## src/rtl/djts_pkg.sv

```systemverilog
// Shared constants for the deadline job table scheduler.
`default_nettype none
package djts_pkg;
    localparam int TABLE_DEPTH = 16;
    localparam int TIME_WIDTH  = 32;
    localparam int TAG_WIDTH   = 16;
    localparam int IDX_W       = $clog2(TABLE_DEPTH);
    localparam int CNT_W       = $clog2(TABLE_DEPTH + 1);

    localparam logic REQ_QUEUE = 1'b0;
    localparam logic REQ_TICK  = 1'b1;

    localparam logic [1:0] ST_QUEUED = 2'd0;
    localparam logic [1:0] ST_FULL   = 2'd1;
    localparam logic [1:0] ST_FIRED  = 2'd2;
    localparam logic [1:0] ST_IDLE   = 2'd3;
endpackage
`default_nettype wire

```

## src/rtl/deadline_job_table_scheduler_top.sv

```systemverilog
// Top level of the deadline job table scheduler: job table, scan and close-up sequencer.
//
//   Input channel (i_in_valid / o_in_stall) carries one request word: a queue
//   request (i_req_type = 0) with i_job_tag and i_due_time, or a tick
//   (i_req_type = 1) with i_current_time. Every request word produces exactly
//   one result word on the output channel (o_out_valid / i_out_stall):
//   o_status, o_fired_tag and o_pending_count.
//   A queue request or a tick on an empty table goes straight to the done
//   state. A tick scans from the cursor toward the tail through the
//   registered read port and one due-time comparator, one entry per cycle;
//   a fired job is closed up by copying each later entry down one slot, one
//   per cycle, and the done state then hands over the result. Scan and
//   close-up cover the table once. A new queue request is not taken until
//   the done state has handed the previous result to the output register.
//   One request is in work at a time: o_in_stall is high while the sequencer
//   is busy. The result sits in an output register, so a new request is taken
//   while an earlier result still waits; the sequencer holds its next result
//   until the output register is free.
//   Reset (i_rst_n low, synchronous) empties the table, parks the cursor at
//   end and drops any pending result. Table contents are not cleared.
`default_nettype none
module deadline_job_table_scheduler_top (
    input  wire logic                          i_clk,
    input  wire logic                          i_rst_n,
    input  wire logic                          i_in_valid,
    output logic                               o_in_stall,
    input  wire logic                          i_req_type,
    input  wire logic [djts_pkg::TAG_WIDTH-1:0]  i_job_tag,
    input  wire logic [djts_pkg::TIME_WIDTH-1:0] i_due_time,
    input  wire logic [djts_pkg::TIME_WIDTH-1:0] i_current_time,
    output logic                               o_out_valid,
    input  wire logic                          i_out_stall,
    output logic [1:0]                         o_status,
    output logic [djts_pkg::TAG_WIDTH-1:0]     o_fired_tag,
    output logic [djts_pkg::CNT_W-1:0]         o_pending_count
);
    localparam int IW = djts_pkg::IDX_W;
    localparam int CW = djts_pkg::CNT_W;
    localparam int TW = djts_pkg::TIME_WIDTH;
    localparam int GW = djts_pkg::TAG_WIDTH;
    localparam logic [CW-1:0] DEPTH = CW'(djts_pkg::TABLE_DEPTH);

    // sequencer states
    localparam logic [1:0] S_IDLE  = 2'd0;
    localparam logic [1:0] S_SCAN  = 2'd1;
    localparam logic [1:0] S_SHIFT = 2'd2;
    localparam logic [1:0] S_DONE  = 2'd3;

    // job table, one write and one registered read port
    logic [GW-1:0] mem_tag [djts_pkg::TABLE_DEPTH];
    logic [TW-1:0] mem_due [djts_pkg::TABLE_DEPTH];

    logic [1:0]    r_state,   n_state;
    logic [CW-1:0] r_count,   n_count;
    logic [CW-1:0] r_cursor,  n_cursor;
    logic [CW-1:0] r_idx,     n_idx;     // next entry to read
    logic [IW-1:0] r_pos,     n_pos;     // entry held in read data / copy target
    logic          r_chk,     n_chk;     // read data is live
    logic [TW-1:0] r_now,     n_now;
    logic [1:0]    r_res_st,  n_res_st;
    logic [GW-1:0] r_res_tag, n_res_tag;
    logic          r_out_valid;
    logic [1:0]    r_out_st;
    logic [GW-1:0] r_out_tag;
    logic [CW-1:0] r_out_cnt;

    logic [GW-1:0] r_rd_tag;
    logic [TW-1:0] r_rd_due;

    logic          mem_we;
    logic [IW-1:0] mem_wa;
    logic [GW-1:0] mem_wtag;
    logic [TW-1:0] mem_wdue;
    logic          in_take;
    logic          out_free;

    assign o_in_stall = (r_state != S_IDLE);
    assign in_take    = i_in_valid && (r_state == S_IDLE);
    assign out_free   = !r_out_valid || !i_out_stall;

    always_comb begin
        n_state   = r_state;
        n_count   = r_count;
        n_cursor  = r_cursor;
        n_idx     = r_idx;
        n_pos     = r_pos;
        n_chk     = r_chk;
        n_now     = r_now;
        n_res_st  = r_res_st;
        n_res_tag = r_res_tag;
        mem_we    = 1'b0;
        mem_wa    = r_pos;
        mem_wtag  = r_rd_tag;
        mem_wdue  = r_rd_due;
        case (r_state)
            S_IDLE: begin
                if (in_take) begin
                    n_res_tag = '0;
                    n_now     = i_current_time;
                    if (i_req_type == djts_pkg::REQ_QUEUE) begin
                        n_state = S_DONE;
                        if (r_count >= DEPTH) begin
                            n_res_st = djts_pkg::ST_FULL;
                        end else begin
                            // append at tail; a cursor at end follows the tail
                            mem_we   = 1'b1;
                            mem_wa   = r_count[IW-1:0];
                            mem_wtag = i_job_tag;
                            mem_wdue = i_due_time;
                            n_count  = r_count + 1'b1;
                            if (r_cursor >= r_count) begin
                                n_cursor = r_count + 1'b1;
                            end
                            n_res_st = djts_pkg::ST_QUEUED;
                        end
                    end else if (r_count == '0) begin
                        n_state  = S_DONE;
                        n_res_st = djts_pkg::ST_IDLE;
                    end else begin
                        // wrap a cursor at end to the first entry
                        n_idx   = (r_cursor >= r_count) ? '0 : r_cursor;
                        n_chk   = 1'b0;
                        n_state = S_SCAN;
                    end
                end
            end
            S_SCAN: begin
                if (r_chk && (r_rd_due <= r_now)) begin
                    // fire: start closing up from the successor
                    n_res_st  = djts_pkg::ST_FIRED;
                    n_res_tag = r_rd_tag;
                    n_cursor  = CW'(r_pos);
                    n_idx     = CW'(r_pos) + 1'b1;
                    n_chk     = 1'b0;
                    n_state   = S_SHIFT;
                end else if (r_idx < r_count) begin
                    n_pos = r_idx[IW-1:0];
                    n_chk = 1'b1;
                    n_idx = r_idx + 1'b1;
                end else begin
                    n_res_st = djts_pkg::ST_IDLE;
                    n_cursor = r_count;
                    n_chk    = 1'b0;
                    n_state  = S_DONE;
                end
            end
            S_SHIFT: begin
                // drop the entry read last cycle one slot lower
                mem_we = r_chk;
                if (r_idx < r_count) begin
                    n_pos = IW'(r_idx - 1'b1);
                    n_chk = 1'b1;
                    n_idx = r_idx + 1'b1;
                end else begin
                    n_chk   = 1'b0;
                    n_count = r_count - 1'b1;
                    n_state = S_DONE;
                end
            end
            S_DONE: begin
                if (out_free) begin
                    n_state = S_IDLE;
                end
            end
            default: begin
                n_state = S_IDLE;
            end
        endcase
    end

    always_ff @(posedge i_clk) begin
        if (mem_we) begin
            mem_tag[mem_wa] <= mem_wtag;
            mem_due[mem_wa] <= mem_wdue;
        end
        r_rd_tag <= mem_tag[r_idx[IW-1:0]];
        r_rd_due <= mem_due[r_idx[IW-1:0]];
    end

    always_ff @(posedge i_clk) begin
        if (!i_rst_n) begin
            r_state     <= S_IDLE;
            r_count     <= '0;
            r_cursor    <= '0;
            r_idx       <= '0;
            r_chk       <= 1'b0;
            r_out_valid <= 1'b0;
        end else begin
            r_state  <= n_state;
            r_count  <= n_count;
            r_cursor <= n_cursor;
            r_idx    <= n_idx;
            r_chk    <= n_chk;
            if (r_state == S_DONE && out_free) begin
                r_out_valid <= 1'b1;
            end else if (!i_out_stall) begin
                r_out_valid <= 1'b0;
            end
        end
    end

    always_ff @(posedge i_clk) begin
        r_pos     <= n_pos;
        r_now     <= n_now;
        r_res_st  <= n_res_st;
        r_res_tag <= n_res_tag;
        if (r_state == S_DONE && out_free) begin
            r_out_st  <= r_res_st;
            r_out_tag <= r_res_tag;
            r_out_cnt <= r_count;
        end
    end

    assign o_out_valid     = r_out_valid;
    assign o_status        = r_out_st;
    assign o_fired_tag     = r_out_tag;
    assign o_pending_count = r_out_cnt;
endmodule
`default_nettype wire
```

## config.mk

```make
export PLATFORM = sky130hd
export DESIGN_NAME = deadline_job_table_scheduler_top
export DESIGN_NICKNAME = d
export VERILOG_FILES = /design/src/rtl/djts_pkg.sv /design/src/rtl/deadline_job_table_scheduler_top.sv
export SDC_FILE = /design/constraint.sdc
export NUM_CORES = 1
export LEC_CHECK = 0
export ABC_AREA = 1
export BUFFER_PORTS_ARGS = -buffer_cell sky130_fd_sc_hd__buf_4
export CAP_MARGIN = 10
export CORE_ASPECT_RATIO = 1.75
export CORE_UTILIZATION = 35
export DETAILED_ROUTE_END_ITERATION = 6
export PLACE_DENSITY = 0.62
export SYNTH_ARGS = -nofsm -noshare
export SYNTH_HDL_FRONTEND = slang
export SYNTH_SLANG_ARGS = --single-unit
```

## constraint.sdc

```tcl
create_clock -name i_clk -period 9.18 [get_ports i_clk]
set_clock_uncertainty 0.1 [all_clocks]
set_input_delay 2.295 -clock i_clk [delete_from_list [all_inputs] [get_ports i_clk]]
set_output_delay 2.295 -clock i_clk [all_outputs]
set_load 0.01 [all_outputs]
```

Yosys cells after proc, flatten, opt, wreduce, memory -nomap -nowiden --
Memory sizes are Yosys's and may differ from the RTL's. A register that Yosys moved wholly into a read port is not among the register bits. Index checks and enable logic that the tools add are counted.
Storage, ports and cells: register bits after elaboration 96, bits in latches 0, memory bits (writable) 768, bits in read-only memories 0, memories kept 2
Memories:
- mem_due | depth 16, bits a word 32, rd ports 1, clocked after memory_dff 1, wr ports 1, line deadline_job_table_scheduler_top.sv:51 | logic [TW-1:0] mem_due [djts_pkg::TABLE_DEPTH];
- mem_tag | depth 16, bits a word 16, rd ports 1, clocked after memory_dff 1, wr ports 1, line deadline_job_table_scheduler_top.sv:50 | logic [GW-1:0] mem_tag [djts_pkg::TABLE_DEPTH];
Operators by class: $add $sub $neg 5, multiply operators 0, divide/modulo/power cells 0, order comparisons 4, equality and inequality tests 18, shift operators 0, multiplexer cells 66, bitwise gates (word level) 0, reduce and logical (&&, ||, !) cells 21
Operators with widths (count):
- $mux 32 | 4
- $mux 16 | 6
- $mux 5 | 16
- $le 32x32->1 | 1
- $pmux 16 s2 | 1
- $mux 4 | 7
- $mux 2 | 11
- $ne 2x2->1 const B | 11
- $pmux 5 s2 | 2
- $pmux 5 s3 | 1
- $mux 1 | 13
- $reduce_and 4->1 | 3
- $add 5x1->5 const B | 2
- $pmux 2 s4 | 1
- $pmux 4 s2 | 1
- $reduce_bool 2->1 | 4
- $reduce_and 6->1 | 1
- $add 4x1->5 const B | 1
- $ge 5x5->1 | 1
- $ge 5x5->1 const B | 1
- $logic_not 5->1 | 1
- $lt 5x5->1 | 1
- $reduce_and 5->1 | 1
- $sub 5x1->5 const B | 1
- other kinds (16) | 22

Depth between registers and ports, before layout --
depth in word-level cells 7, mapped depth 22, mapped depth without buffers 22

Worst setup path before layout --
No wires, ideal clock.
path type input port to flip-flop, start input i_in_valid, end memory mem_due[12][0] in the netlist's numbering (enable), library setup time 0.513 ns, arrival time 7.083 ns, data required time 8.567 ns, path slack 1.484 ns, stages 7, cells stage by stage nand2_1 > inv_1 > nand2_1 > buf_2 > o21ai_0 > nand3_1 > nor3_1
Between the ends: longest elaborated chain between the ends 5, elaborated cells on any way between the ends 7
RTL lines:
- from (decl) | line deadline_job_table_scheduler_top.sv:25 | input wire logic i_in_valid,
- $logic_and 1x1->1 (*) | line deadline_job_table_scheduler_top.sv:78 | assign in_take = i_in_valid && (r_state == S_IDLE);
- $mux 1 | line deadline_job_table_scheduler_top.sv:97 | if (in_take) begin
- $pmux 1 s2 | line deadline_job_table_scheduler_top.sv:95 | case (r_state)
- $mux 1 | line deadline_job_table_scheduler_top.sv:172 | if (mem_we) begin
- $mux 1 (implied by the code) | line deadline_job_table_scheduler_top.sv:174 | mem_due[mem_wa] <= mem_wdue;
- to (decl) | line deadline_job_table_scheduler_top.sv:51
Mark *: on every way between the ends. The rest lies on a longest branch, timed or not.

Worst setup path in the final report --
start input i_in_valid, end memory mem_due[0][26] in the netlist's numbering (enable)
Same word-level chain as after synthesis.

==> results.ini <==
[clock_network]
cts_htree_levels=3
cts_setup_buffers=0
clkLatencyLatePin_ns=0.68
cts.sinks=912
numCtsBuffers=80
ctsHoldBuffers=0
ctsResizeCount=0
clockRootBuffer=clkbuf_16
cts_buffer_depth=3
cts_tree=yes
clk_pin_slew_ns=0.07

[run]
maxCapViolCount=0

[power]
power-per-cell-area_nw_per_um2=328
combPwrFrac=0.310
vdd.ir_drop.worst_mv=0.184
intPower_mw=8.62
p_sw_mw=4.85
swShare=0.360
p_clk_frac=0.250
seq_power_share=0.440
p_leak_nw=13.9

[run_status]
outcome=complete, no violations

[routing]
via_count=22100
antenna_left=0
wl_per_cell_um=21.0
wl_um=88500
dr.pass1.iters=7
drt_iter0_drc=1688
drcViolationCount=0
viasPerCell=5.24

[placed_design]
gp_congestion=0.812
hpwl_um=49400
port_buffers=109
placed_cells=4060

[synth]
yosys_warnings=0
avgSynthCellArea_um2=13.2
synth.mux.area_fraction=0.0147
synth_flop_cell=edfxtp_1
synthTopCellsByCount=845 x edfxtp_1, 426 x nor2_1, 405 x o21ai_0
synthArstFlopShare=0
syn_inst=2741
synth-simple-area-share=0.0874
yosys-top-cells-area=edfxtp_1 70%, o21ai_0 5.6%, nor2_1 4.4%, dfxtp_1 3.7%, nand2_1 2.2%
synthesis.nets=2877
synth_top_area_share=0.703
synthXorXnorAreaFrac=0.00388
synth_top_area_cell=edfxtp_1
syn_area_um2=36100
synth_fa_ha_area_frac=0.0177
synth_compound_area_frac=0.107
synth_edf_count=845
ys_ff_latch=912
yosys.cell_count.top_type=edfxtp_1
ys_types=38
synth-seq-area-share=0.740
synth_top_family_by_area=compound AO/OA/AOI/OAI gates

[die]
die-area_um2=104000
ioPinCount=110
die_x_um=245
placementRows=155
coreArea_um2=102000
initial_utilization=0.354
die_h_um=427

[critical_path]
reg2reg_from=r_state[0]$_SDFFE_PN0P_
reg2reg_to=mem_due[0][26]$_DFFE_PP_
crit_path_frequent_cell=buf_4
required_ns=9.44
rr_worst_depth=9
worstSetupStartpointType=primary input
crit_path_max_incr_delay_ns=0.98
cp-end-kind=flip-flop
worstPathMaxFanout=33
cpMaxStageDelayCell=nor2_4
path_delay_family=simple AND/OR/NAND/NOR gates
rrSetupSlack_ns=4.27
crit_buf_inv=3
criticalPathCategory=in -> reg
cp_cell_sequence=buf_4 -> nand2_1 -> inv_2 -> nand2_4 -> o21ai_0 -> nand3_1 -> nor2_4 -> buf_4
worst_ep_arrival_time_ns=6.13

[hold_path]
holdPathStages=0
min_to=o_fired_tag[8]$_DFFE_PP_
hold_path_class=reg -> reg
worstHoldStart=r_res_tag[8]$_SDFFCE_PN0P_

[grt]
gr-total-overflow=0
grt_pass1_wl_um=133000
antenna_found_initial=1
track_usage=0.169
grt_pass1_vias=22100
grt_max_degree=220

[finish]
syn_to_final_growth_pct=13.8
fin_util=0.402
fin_nets=2944
drive_gt1_frac=0.130
final_cell_count_no_fill=4209

[timing]
setup_violations=0
tightest_slew_ns=1.21
slew_violations=0
fin_crit_sh=0.639
rsz0062_at_grt=false
tns_ns=0
fmax_ghz=0.170
hold_viol=0
period_minus_slack_ns=5.87
relSlewSlack=0.192

[power by group through the flow]
stage / Combinational [mW] / Clock, mW / Sequential, mW
after floorplan: 2.90 / 0 / 5.84
after global placement: 4.13 / 0 / 6.03
after detailed placement: 4.20 / 0 / 6.03
after CTS: 4.22 / 3.44 / 5.94
after global routing: 4.67 / 3.56 / 5.98
final: 4.17 / 3.36 / 5.93
[worst max-delay path by stage]
| stage | endpoint | start | cells after the start |
|---|---|---|---|
| detailed placement | mem_due[0][24]$_DFFE_PP_ | i_in_valid | 8 |
| finish | mem_due[0][26]$_DFFE_PP_ | i_in_valid | 8 |
| global route | mem_due[0][24]$_DFFE_PP_ | i_in_valid | 8 |
| global placement | mem_due[0][24]$_DFFE_PP_ | i_in_valid | 8 |
| floorplan | mem_due[12][0]$_DFFE_PP_ | i_in_valid | 7 |
| CTS | mem_due[0][1]$_DFFE_PP_ | i_in_valid | 8 |
[metal layers]
layer	global-route usage	vias to the layer above	wire, µm
li1	-	10200	-
met1	0.198	10900	34200
met2	0.304	720	46100
met3	0.0270	167	5240
met4	0.0708	0	2930
met5	0	-	0
[cell type report]
cell class | instances | area (µm²)
Tap cell | 1334 | 1670
Timing Repair Buffer | 151 | 1200
Inverter | 109 | 422
Fill cell | 9445 | 61000
Antenna cell | 1 | 2.50
Multi-Input combinational cell | 1554 | 8440
Sequential cell | 912 | 26700
Clock buffer | 99 | 2160
Clock inverter | 49 | 433
[kinds of logic after synthesis]
kind of cell	count (synthesis)
flops	912
simple gates	775
compound gates	665
buf+inv	275
fa+ha+maj	51
mux	47
xor+xnor	16
[per-stage QoR]
stage	area (µm²)	hold slack (ns)	setup slack, ns	power (mW)
CTS	41100	0.319	3.21	13.6
global placement	38500	0.305	2.65	10.2
global route	41100	0.321	2.98	14.2
floorplan	36100	0.300	1.48	8.74
finish	41100	0.316	3.31	13.5
detailed placement	38500	0.305	2.51	10.2
[registers in the layout, summed over array words and instances, names as in the netlist, 16 cells and up]
| register | count |
|---|---|
| r_res_tag | 16 |
| r_rd_tag | 16 |
| mem_tag | 256 |
| o_fired_tag | 16 |
| r_rd_due | 32 |
| mem_due | 512 |
| r_now | 32 |
[layout by cell type, fill, tap and decap left out, types with 4 or more instances in the layout]
| cell | count |
|---|---|
| a21oi_1 | 37 |
| buf_12 | 5 |
| buf_4 | 146 |
| bufinv_16 | 4 |
| clkbuf_1 | 11 |
| clkbuf_16 | 81 |
| clkbuf_8 | 7 |
| clkinv_1 | 6 |
| clkinv_2 | 20 |
| clkinv_4 | 4 |
| clkinvlp_4 | 8 |
| dfxtp_1 | 64 |
| edfxtp_1 | 845 |
| ha_1 | 51 |
| inv_1 | 100 |
| inv_2 | 5 |
| inv_6 | 4 |
| mux2_2 | 47 |
| nand2_1 | 215 |
| nand2_4 | 4 |
| nand3_1 | 102 |
| nand4_1 | 10 |
| nor2_1 | 412 |
| nor2_4 | 13 |
| nor3_2 | 5 |
| o211ai_1 | 17 |
| o21ai_0 | 405 |
| o221ai_1 | 82 |
| o22ai_1 | 111 |
| o31ai_1 | 5 |
| xor2_1 | 15 |
No activity file was read; power rests on OpenSTA's default activity.
